<file path="config.mk">
export PLATFORM = sky130hd
export DESIGN_NAME = dpb_fifo
export DESIGN_NICKNAME = d
export VERILOG_FILES = /design/src/design/dpb_fifo.sv
export SDC_FILE = /design/constraint.sdc
export NUM_CORES = 1
export LEC_CHECK = 0
export BUFFER_PORTS_ARGS = -buffer_cell sky130_fd_sc_hd__buf_2
export CAP_MARGIN = 25
export CORE_ASPECT_RATIO = 0.5
export CORE_MARGIN = 4
export CORE_UTILIZATION = 38
export CTS_CLUSTER_DIAMETER = 60
export CTS_CLUSTER_SIZE = 25
export DETAILED_ROUTE_END_ITERATION = 10
export PLACE_DENSITY = 0.68
export SLEW_MARGIN = 25
export SYNTH_ARGS = -nofsm -noshare
export SYNTH_HDL_FRONTEND = slang
export SYNTH_SLANG_ARGS = --single-unit
</file>
<file path="constraint.sdc">
create_clock -name clk_i -period 2.3 [get_ports clk_i]
set_clock_uncertainty 0.05 [all_clocks]
set_input_delay 0.46 -clock clk_i [delete_from_list [all_inputs] [get_ports clk_i]]
set_output_delay 0.46 -clock clk_i [all_outputs]
set_load 0.03 [all_outputs]
</file>
<file path="src/design/dpb_fifo.sv">
`timescale 1ns / 1ps
// ----------------------------------------------------------------------------
// dpb_fifo: small synchronous queue
// Register-based storage with read and write pointers and an occupancy count.
// The head entry is shown on rdata_o while empty_o is low.
// ----------------------------------------------------------------------------
module dpb_fifo #(
  parameter int unsigned Width = 8,
  parameter int unsigned Depth = 4,
  localparam int unsigned PtrW = (Depth > 1) ? $clog2(Depth) : 1,
  localparam int unsigned CntW = $clog2(Depth + 1)
) (
  input  logic             clk_i,
  input  logic             rst_ni,
  input  logic             push_i,
  input  logic [Width-1:0] wdata_i,
  output logic             full_o,
  input  logic             pop_i,
  output logic [Width-1:0] rdata_o,
  output logic             empty_o,
  output logic [CntW-1:0]  count_o
);

  logic [Width-1:0] mem_q [Depth];
  logic [PtrW-1:0]  wptr_q, wptr_d;
  logic [PtrW-1:0]  rptr_q, rptr_d;
  logic [CntW-1:0]  cnt_q, cnt_d;
  logic             do_push, do_pop;

  assign full_o  = (cnt_q == CntW'(Depth));
  assign empty_o = (cnt_q == '0);
  assign count_o = cnt_q;
  assign rdata_o = mem_q[rptr_q];
  assign do_push = push_i && !full_o;
  assign do_pop  = pop_i && !empty_o;

  // Advance pointers with wrap at the last entry
  always_comb begin
    wptr_d = wptr_q;
    rptr_d = rptr_q;
    cnt_d  = cnt_q;
    if (do_push) begin
      wptr_d = (wptr_q == PtrW'(Depth - 1)) ? '0 : wptr_q + PtrW'(1);
    end
    if (do_pop) begin
      rptr_d = (rptr_q == PtrW'(Depth - 1)) ? '0 : rptr_q + PtrW'(1);
    end
    if (do_push && !do_pop) begin
      cnt_d = cnt_q + CntW'(1);
    end else if (do_pop && !do_push) begin
      cnt_d = cnt_q - CntW'(1);
    end
  end

  always_ff @(posedge clk_i or negedge rst_ni) begin
    if (!rst_ni) begin
      wptr_q <= '0;
      rptr_q <= '0;
      cnt_q  <= '0;
    end else begin
      wptr_q <= wptr_d;
      rptr_q <= rptr_d;
      cnt_q  <= cnt_d;
    end
  end

  // Store the written item
  always_ff @(posedge clk_i) begin
    if (do_push) begin
      mem_q[wptr_q] <= wdata_i;
    end
  end

endmodule

</file>
==> metrics.md <==
| Metric | Value |
|---|---|
| Worst setup SP type | register |
| Capturing point of the worst reg2reg path | count_o[2] |
| Vias in the first global route | 765 |
| Number of inserted diodes | 0 |
| WS Path Type | reg2out |
| Number of synthesized flops with an enable pin | 32 |
| Count of buffers added by post-CTS timing repair for setup | 0 |
| Fraction of final layout cells sized beyond drive strength 1 | 51.8% |
| Final setup viols | 0 |
| Total wirelength of the detailed-routed design | 2390 µm |
| Clock period minus worst slack | 2.09 ns |
| Register-to-register setup slack | 0.30 ns |
| Register area | 1140 µm² |
| Sum of negative setup slack | 0 ns |
| Most instantiated flip-flop cell in the synthesis netlist | edfxtp_1 |
| Hold path cells | 1 |
| Number of nets in the synthesized netlist | 98 |
| Sequential cell area fraction in the yosys report | 70.1% |
| Initial antenna violation count | 0 |
| Number of nets in the finished design | 128 |
| Number of filler cells placed in the layout | 349 |
| Antenna-violating nets left | 0 |
| Hold Crit Class | in2reg |
| CTS tree | yes |
| Wire length of the first global-routing pass | 3780 µm |
| Hold path start | wdata_i[4] |
| Io pins | 25 |
| Reg2Reg Depth | 8 |
| Run status | finished clean |
| Cell chosen for the clock root | clkbuf_8 |
| Data required, critical path | 1.79 ns |
| DRC | 0 |
| Detailed-router iteration count before antenna repair | 4 |
| Max Transition Viols Final | 0 |
| Gr usage total | 9.90% |
| TritonCTS Buffers | 5 |
| Max-slew headroom at the worst pin | 72.8% |
| Max Clk Rate | 0.479 GHz |
| Reported leakage power | 0.715 nW |
| RePlAce Congestion | 0.666 |
| Part of the cycle the worst path needs | 90.8% |
| Maximum fanout along the worst path | 11 |
| Netlist cell types | 19 |
| Number of rows in the core area | 16 |
| Cell taking the most area after synthesis | edfxtp_1 |
| Overflow left after global routing | 0 |
| WHS Endpoint | mem_q[1][4] |
| Largest net degree at the start of global routing | 13 |
| Layout overhead on the synthesized area | 17.7% |
| Tightest Pin Transition | 0.408 ns |
| Die width | 100 µm |
| Post-Route Utilization | 47.6% |
| Fin. Hold Viols | 0 |
| Per-cell via count in the routed design | 4.62 |
| Most area-consuming cells after synthesis | edfxtp_1 59%, mux4_2 11%, dfrtp_1 11%, ha_1 4.6%, mux2_2 2.1% |
| Area taken by multi-input logic gates | 464 µm² |
| H-tree lvl count | 2 |
| Largest buffer count on any clock path | 2 |
| Worst reg2reg startpoint | count_o[1] |
| Detailed Route Iter0 Violations | 30 |
| Worst Path Arrival | 1.58 ns |
| Synth top area share | 59.3% |
| Worst setup EP type | output pin |
| Number of buffers added on ports | 24 |
| Async set-reset flop share out of synthesis | 17.9% |
| Flops & latches, synth | 39 |
| Maxcap violations | 0 |
| Die height | 54.2 µm |
| Insertion delay of the later-clocked pin in the worst-skew pair | 0.28 ns |
| Core box area | 4000 µm² |
| Peak supply drop | 0.476 mV |
| Cell types with the highest counts after synthesis | 32 x edfxtp_1, 8 x mux4_2, 7 x dfrtp_1 |
| Count of mapped cells out of synthesis | 79 |
| Syn Area/Cell | 20.5 µm² |
| Clock transition at the registers of the reported paths | 0.07 ns |
| Hold slack | 0.343 ns |
| Power per cell area | 1340 nW/µm² |
| Area of the mapped netlist | 1620 µm² |
| Starting density of the core | 40.5% |
| Total number of yosys warnings | 0 |
| Unrepaired setup endpoints after global routing | no |
| Vias | 757 |
| Clk sinks | 39 |
| DIE AREA | 5440 µm² |
| Wire per inst | 14.6 µm |
| Most numerous cell in the Yosys netlist | edfxtp_1 |
==> timing repair <==
action,CTS,global route
gates resized for setup,1,0
hold buffers,1,0
hold endpoints to repair,7,0
endpoints found under the setup margin,5,0
==> kinds of logic (layout without fill, tap and decap cells) <==
logic type	after synthesis	count (layout)	synth area share [%]
DFF	39	39	70.1
muxes	13	13	15.1
and+or+nand+nor	11	11	5.41
adders and majority gates	7	7	5.87
buffers and inverters	6	37	1.93
xor gates and xnor gates	3	3	1.62
==> layer usage <==
layer	up-vias	GRT usage, %	routed length (µm)
met5	-	0	0
met4	0	6.04	36
met2	13	16.9	1270
met1	377	11.1	979
met3	4	3.36	106
li1	363	-	-
==> metrics by stage <==
step	cells	setup slack (ns)	power, W	area, µm²
after CTS	164	0.179	0.00260	1910
final	164	0.211	0.00256	1910
after detailed placement	155	0.305	0.00216	1810
after global routing	164	0.111	0.00273	1910
after global placement	155	0.319	0.00213	1810
after floorplan	79	0.0565	0.00191	1640
==> report_power, final <==
group / switching [W] / internal, W
Sequential: 0.000184 / 0.000964
Combinational: 0.000536 / 0.000442
Clock: 0.000221 / 0.000212
==> final cells by class <==
| class | count | share of cell area, % |
|---|---|---|
| Sequential cell | 39 | 59.8 |
| Multi-Input combinational cell | 34 | 24.3 |
| Timing Repair Buffer | 26 | 7.22 |
| Clock buffer | 6 | 3.81 |
| Tap cell | 54 | 3.54 |
| Clock inverter | 2 | 0.656 |
| Inverter | 3 | 0.591 |
==> worst max path at each step <==
stage | end | startpoint
floorplan | count_o[1] | count_o[0]
global placement | rdata_o[1] | rptr_q[0]
detailed placement | count_o[2] | count_o[1]
CTS | rdata_o[7] | rptr_q[0]
global route | rdata_o[6] | rptr_q[0]
finish | rdata_o[7] | rptr_q[0]
==> cells in the final DEF, fill, tap and decap left out <==
cell,instances
edfxtp_1,32
nor3b_4,1
ha_1,6
clkinvlp_4,1
buf_2,24
nand2b_4,1
mux4_2,8
clkbuf_8,5
nor2_1,3
dfrtp_2,4
clkinv_2,1
fa_1,1
inv_1,3
buf_4,1
dfrtp_1,3
and2_2,4
mux2_2,3
xor2_1,2
nor2b_2,1
clkbuf_1,1
dlygate4sd3_1,1
mux2_4,2
xnor2_1,1
nor3_4,1
==> registers in the layout, indices dropped and copies added, names as in the netlist <==
register  count
rptr_q        2
count_o       3
mem_q        32
wptr_q        2
==> worst max-delay path, stage by stage, from the launching register on <==
cell and delay, ns:
dfrtp_2 0.56, mux4_2 0.54, buf_2 0.19
No activity file was read; power rests on OpenSTA's default activity.
