--- src/design/dpb_pkg.sv ---
`timescale 1ns / 1ps
// ----------------------------------------------------------------------------
// dpb_pkg: shared types and constants for depth pixel back-projection
// Register indexes, reset values, field widths, queue depths and the
// configuration and result records passed between the blocks.
// ----------------------------------------------------------------------------
package dpb_pkg;

  // Defaults for the top-level parameters
  localparam int unsigned MAX_FRAME_DIM_DEF = 4096;
  localparam int unsigned RECIP_FRAC_DEF    = 24;

  // Field widths
  localparam int unsigned DEPTH_W  = 16;
  localparam int unsigned DIM_W    = 13;
  localparam int unsigned CENTER_W = 16;
  localparam int unsigned RECIP_W  = 24;
  localparam int unsigned XY_W     = 23;
  localparam int unsigned CFG_IDX_W  = 3;
  localparam int unsigned CFG_DATA_W = 24;

  // Saturation limits of the 23-bit signed coordinates
  localparam longint unsigned XY_MAX_POS = 64'd4194303;
  localparam longint unsigned XY_MAX_NEG = 64'd4194304;

  // Queue depths
  localparam int unsigned MID_DEPTH = 4;
  localparam int unsigned OUT_DEPTH = 8;

  // Register indexes
  localparam logic [CFG_IDX_W-1:0] REG_FRAME_WIDTH  = 3'd0;
  localparam logic [CFG_IDX_W-1:0] REG_FRAME_HEIGHT = 3'd1;
  localparam logic [CFG_IDX_W-1:0] REG_CENTER_X     = 3'd2;
  localparam logic [CFG_IDX_W-1:0] REG_CENTER_Y     = 3'd3;
  localparam logic [CFG_IDX_W-1:0] REG_INV_FOCAL_X  = 3'd4;
  localparam logic [CFG_IDX_W-1:0] REG_INV_FOCAL_Y  = 3'd5;

  // Register reset values
  localparam logic [DIM_W-1:0]    RST_FRAME_WIDTH  = 13'd640;
  localparam logic [DIM_W-1:0]    RST_FRAME_HEIGHT = 13'd480;
  localparam logic [CENTER_W-1:0] RST_CENTER_X     = 16'd5120;
  localparam logic [CENTER_W-1:0] RST_CENTER_Y     = 16'd3840;
  localparam logic [RECIP_W-1:0]  RST_INV_FOCAL_X  = 24'd27962;
  localparam logic [RECIP_W-1:0]  RST_INV_FOCAL_Y  = 24'd27962;

  typedef struct packed {
    logic [DIM_W-1:0]    frame_width;
    logic [DIM_W-1:0]    frame_height;
    logic [CENTER_W-1:0] center_x_q4;
    logic [CENTER_W-1:0] center_y_q4;
    logic [RECIP_W-1:0]  inv_focal_x_q24;
    logic [RECIP_W-1:0]  inv_focal_y_q24;
  } cfg_t;

  typedef struct packed {
    logic [XY_W-1:0]    point_x_q4;
    logic [XY_W-1:0]    point_y_q4;
    logic [DEPTH_W-1:0] point_z_mm;
    logic               point_valid;
    logic               frame_end;
  } result_t;

  localparam int unsigned RESULT_W = $bits(result_t);

endpackage

--- src/design/dpb_front.sv ---
`timescale 1ns / 1ps
// ----------------------------------------------------------------------------
// dpb_front: pixel position tracking and classification
// Keeps the column and row counters, places each accepted pixel, flags the
// last pixel of the frame and forwards only items that yield a result.
// ----------------------------------------------------------------------------
module dpb_front #(
  parameter int unsigned MaxFrameDim = dpb_pkg::MAX_FRAME_DIM_DEF,
  localparam int unsigned CntW  = $clog2(MaxFrameDim),
  localparam int unsigned ItemW = dpb_pkg::DEPTH_W + 2 * CntW + 1
) (
  input  logic                         clk_i,
  input  logic                         rst_ni,
  input  dpb_pkg::cfg_t                cfg_i,
  input  logic                         push_i,
  input  logic [dpb_pkg::DEPTH_W-1:0]  depth_mm_i,
  input  logic                         frame_start_i,
  output logic                         full_o,
  input  logic                         mid_full_i,
  output logic                         mid_push_o,
  output logic [ItemW-1:0]             mid_data_o
);
  import dpb_pkg::*;

  localparam int unsigned DimW = (CntW + 1 > DIM_W) ? CntW + 1 : DIM_W;

  logic [CntW-1:0] col_q, col_d;
  logic [CntW-1:0] row_q, row_d;
  logic [CntW-1:0] u, v;
  logic [CntW-1:0] last_col, last_row;
  logic            row_end, last_pix, accept;

  // Clamp a configured dimension into [1, MaxFrameDim] and return its last index
  function automatic logic [CntW-1:0] last_index(input logic [DIM_W-1:0] dim);
    logic [DimW-1:0] ext;
    ext = DimW'(dim);
    if (ext == '0) begin
      return '0;
    end else if (ext > DimW'(MaxFrameDim)) begin
      return CntW'(MaxFrameDim - 1);
    end else begin
      return CntW'(ext - DimW'(1));
    end
  endfunction

  assign last_col = last_index(cfg_i.frame_width);
  assign last_row = last_index(cfg_i.frame_height);

  // Place the pixel; a frame start restarts at the origin
  assign u        = frame_start_i ? '0 : col_q;
  assign v        = frame_start_i ? '0 : row_q;
  assign row_end  = (u >= last_col);
  assign last_pix = row_end && (v >= last_row);

  assign full_o     = mid_full_i;
  assign accept     = push_i && !mid_full_i;
  assign mid_push_o = accept && ((depth_mm_i != '0) || last_pix);
  assign mid_data_o = {depth_mm_i, u, v, last_pix};

  // Advance the counters, wrapping at row end and frame end
  always_comb begin
    col_d = col_q;
    row_d = row_q;
    if (accept) begin
      priority if (last_pix) begin
        col_d = '0;
        row_d = '0;
      end else if (row_end) begin
        col_d = '0;
        row_d = v + CntW'(1);
      end else begin
        col_d = u + CntW'(1);
        row_d = v;
      end
    end
  end

  always_ff @(posedge clk_i or negedge rst_ni) begin
    if (!rst_ni) begin
      col_q <= '0;
      row_q <= '0;
    end else begin
      col_q <= col_d;
      row_q <= row_d;
    end
  end

endmodule

--- config.mk ---
export PLATFORM = sky130hd
export DESIGN_NAME = dpb_front
export DESIGN_NICKNAME = d
export VERILOG_FILES = /design/src/design/dpb_pkg.sv /design/src/design/dpb_front.sv
export SDC_FILE = /design/constraint.sdc
export NUM_CORES = 1
export LEC_CHECK = 0
export BUFFER_PORTS_ARGS = -buffer_cell sky130_fd_sc_hd__buf_2
export CELL_PAD_IN_SITES_DETAIL_PLACEMENT = 1
export CELL_PAD_IN_SITES_GLOBAL_PLACEMENT = 2
export CORE_ASPECT_RATIO = 1.25
export CORE_MARGIN = 10
export CORE_UTILIZATION = 25
export DETAILED_ROUTE_END_ITERATION = 10
export GPL_ROUTABILITY_DRIVEN = 1
export PLACE_DENSITY = 0.95
export SYNTH_ARGS = -nofsm -noshare
export SYNTH_HDL_FRONTEND = slang
export SYNTH_SLANG_ARGS = --single-unit
--- constraint.sdc ---
create_clock -name clk_i -period 6.7 [get_ports clk_i]
set_input_delay 0.335 -clock clk_i [delete_from_list [all_inputs] [get_ports clk_i]]
set_output_delay 0.335 -clock clk_i [all_outputs]
set_load 0.03 [all_outputs]
==> metrics list <==
* Buffer cell driving the clock tree root: sky130_fd_sc_hd__clkbuf_16
- Clk slew on worst S/H paths: 70 ps
- Of the post-synthesis cell area, the dominant cell type holds between 20% and 30%.
- Yosys mapped a number of flops with a built-in enable equal to 0.
- After detailed routing, the number of vias per cell comes to 5.10.
- Detailed-placement wirelength estimate: between 7000 and 8000 um
- After detailed routing, the total wire length is 9170 um.
- The worst path needs 4150 ps of the cycle, external delays included.
- The tool flagged a number of max-cap violations equal to 0.
- Worst EP required: approximately 6400 ps
- The count of buffers added on input and output ports is between 80 and 90.
* Maximum root-to-sink buffer count: 2
* Number of distinct library cells after synthesis: between 50 and 60
* Layout Nets: roughly 600
* Final core utilization: a little under a third
* Final setup skew: around 4.1 ps
* Drt drc: 0
- Buffers inserted during clock tree synthesis total 3.
* Number of inserted diodes: 0
* Wire length of the first global-routing pass: roughly 16000 um
* TritonCTS clock tree: yes
* Final routed wire length divided by cell count: approximately 16 um
* Synth-to-layout area growth: 17.5%
- Data arrives at the worst endpoint at 3810 ps.
- Setup repair after global routing left no endpoint under its margin.
- Initial core utilization: 25.8%
- When the netlist entered floorplanning its net count stood at about 530.
- Leakage component of the power: around 0.0016 uW
- Total routing usage reported by global routing: between 10% and 20%
- Slack of the critical path: roughly 2600 ps
- Routed Antenna Nets: 0
- The number of antenna violations at the first check in global routing was 0.
- Setup violations remaining at the end of the flow were counted as 0.
- The number of placed instances, taps included, is between 500 and 600.
- Count leader, synth: sky130_fd_sc_hd__nor2_1
* Setup TNS: 0 ps
* Die area: 16300 um2
- Summing every instance area after synthesis gives ~2900 um2.
- Total power density per cell area: between 100 and 150 nW/um2
* Tightest slew margin relative to the limit: 36.6%
* Avg Cell Area, Syn: around 7.6 um2
- Count of TritonRoute iterations in the first routing pass: 4
- Number of buffers inserted for hold repair after clock tree synthesis: 0
- The hold violation count in the final report was 0.
- In this run, the number of DRC markers left after iteration 0 of detailed routing was 168.
* Clock Sink Count: 24
- The worst setup path is captured at an output port.
- Pin count of the biggest net entering global routing: 34
* Number of instances resized during post-cts repair: 0
- With fillers left out, the area of the finished cells amounts to between 3000 and 4000 um2.
- The congestion estimate from routability-driven global placement came to roughly 0.79.
* Total number of vias: between 2000 and 3000
* Grt ovf: 0
- For this run, the number of Yosys warnings is 0.
* Floorplan die width: about 120 um
- The critical path in this run is classified as in2out.
- Setup Buffers After CTS: 0
* Status: finished, final reports clean
- At the later pin of the worst-skew pair, clock insertion delay measures ~260 ps.
* Number of fill cells in the layout: between 1000 and 1500
- Timing would allow up to around 240 MHz.
* Io pins: 170
* Type of the tightest min-delay check: in2async
* Synth cell count leaders: 36 x sky130_fd_sc_hd__nor2_1, 35 x sky130_fd_sc_hd__nand2_1, 29 x sky130_fd_sc_hd__o21ai_0, 28 x sky130_fd_sc_hd__a21oi_1, 28 x sky130_fd_sc_hd__ha_1
- Share of cells above drive strength 1: about a quarter
- Sequential fraction of the synthesis area: approximately a fifth
- Top post-synthesis cells by area: sky130_fd_sc_hd__dfrtp_1 21%, sky130_fd_sc_hd__ha_1 12%, sky130_fd_sc_hd__nor2b_1 5.6%
- FF+latch count, synth: 24
* Async S/R FF share, synth: 100%
- In the synthesized netlist, the number of instances is about 380.
* Row count: 43
* Fin cells: approximately 580
* H-tree levels: 1
- Die outline height: 140 um
- Max IR drop VDD: roughly 0.066 mV
- Flip-flop cell with the highest count after synthesis: sky130_fd_sc_hd__dfrtp_1
- The worst path uses a little over 60% of the clock period.
* Placed instance area: approximately 3300 um2
- Placement Setup Slack: approximately 2500 ps
* Count of pins over their slew limit: 0
- For the pin with the worst max-slew slack, the measured transition is 948 ps.
- STA classifies the critical path startpoint as an input port.
- Area of the core: approximately 11000 um2
- sky130_fd_sc_hd__dfrtp_1 takes more of the synthesized area than any other cell.
* Crit Path Max Fanout: 6
- The via count of the first global-routing pass came to 3261.
## through the flow
| step | power (uW) | hold slack, ps |
|---|---|---|
| 6_report | 431 | 65.5 |
| 4_1_cts | 436 | 96.2 |
| 2_1_floorplan | 249 | 39.4 |
| 3_5_place_dp | 290 | 372 |
| 5_1_grt | 458 | 117 |
| 3_3_place_gp | 284 | 366 |
## worst max-delay path, cell delays in order
cell	delay (ps)
sky130_fd_sc_hd__buf_2	140
sky130_fd_sc_hd__nor4_1	410
sky130_fd_sc_hd__nand2b_1	180
sky130_fd_sc_hd__nor3_1	400
sky130_fd_sc_hd__nand2_1	200
sky130_fd_sc_hd__a221oi_1	370
sky130_fd_sc_hd__ha_1	310
sky130_fd_sc_hd__a211oi_1	240
sky130_fd_sc_hd__nor2_1	80
sky130_fd_sc_hd__a211oi_1	310
sky130_fd_sc_hd__o21ai_0	140
sky130_fd_sc_hd__buf_4	180
sky130_fd_sc_hd__and2_1	170
sky130_fd_sc_hd__nor2_1	100
sky130_fd_sc_hd__nor2_1	40
sky130_fd_sc_hd__buf_2	190
## cells in the final DEF (no fill, tap or decap), drive strengths merged, types with 3 or more instances in the layout
cell / count
and3: 3
clkbuf: 4
nor2: 36
and2: 5
a22oi: 4
or4: 3
o211ai: 7
a21o: 5
xnor2: 5
inv: 7
buf: 90
nor3: 10
nand2: 36
nor3b: 5
o21a: 3
o31ai: 6
xor2: 10
a21oi: 28
or3: 5
nor4: 9
ha: 28
nand4: 5
nand2b: 11
dfrtp: 24
nor2b: 26
o21ai: 30
a211oi: 5
nand3: 16
## per-layer routing
metal | GRT usage (%) | wire, um | part of all wire, %
met5 | 0 | 0 | 0
met4 | 2.44 | 99 | 1.1
met3 | 2.78 | 581 | 6.3
met2 | 20.7 | 4660 | 51
met1 | 12.9 | 3840 | 42
## state kept, by name, summed over array words and instances, names as in the netlist
register,flops
col_q,12
row_q,12
## worst paths after layout
kind,start,end,slack [ps],cells after the start
max,cfg_i[86],mid_push_o,2550,16
min,rst_ni,col_q[0],70,1
max reg2reg,row_q[2],row_q[6],3740,8
min reg2reg,col_q[5],col_q[5],490,1
max in group asynchronous,rst_ni,col_q[11],6250,1
min in group clk_i,col_q[5],col_q[5],490,1
## layout make-up
class	instances	area, um2	area share, %
well taps	135	169	4.98
multi-input cells	317	2050	60.6
flip-flops and latches	24	601	17.7
clock buffers	4	88.8	2.62
inverters	7	26.3	0.775
repair buffers	90	453	13.4
## cells by family after synthesis
group / after synthesis / share of synthesized area (%)
AND/OR/NAND/NOR: 174 / 32.4
flip-flops: 24 / 20.8
multiplexers: 3 / 1.08
buffers and inverters: 37 / 8.06
AO/OA/AOI/OAI: 97 / 21.0
XOR/XNOR: 15 / 4.55
adder cells (fa/ha/maj): 28 / 12.1
## where the power goes
part	switching (uW)	total (uW)	internal, uW	leakage (uW)
Sequential	8.66	161	152	0.000323
Combinational	78.7	125	46.4	0.00120
Clock	53.8	145	91.4	0.0000442
Total	141	431	290	0.00157
Note: power is estimated with default switching activity, not from simulation.
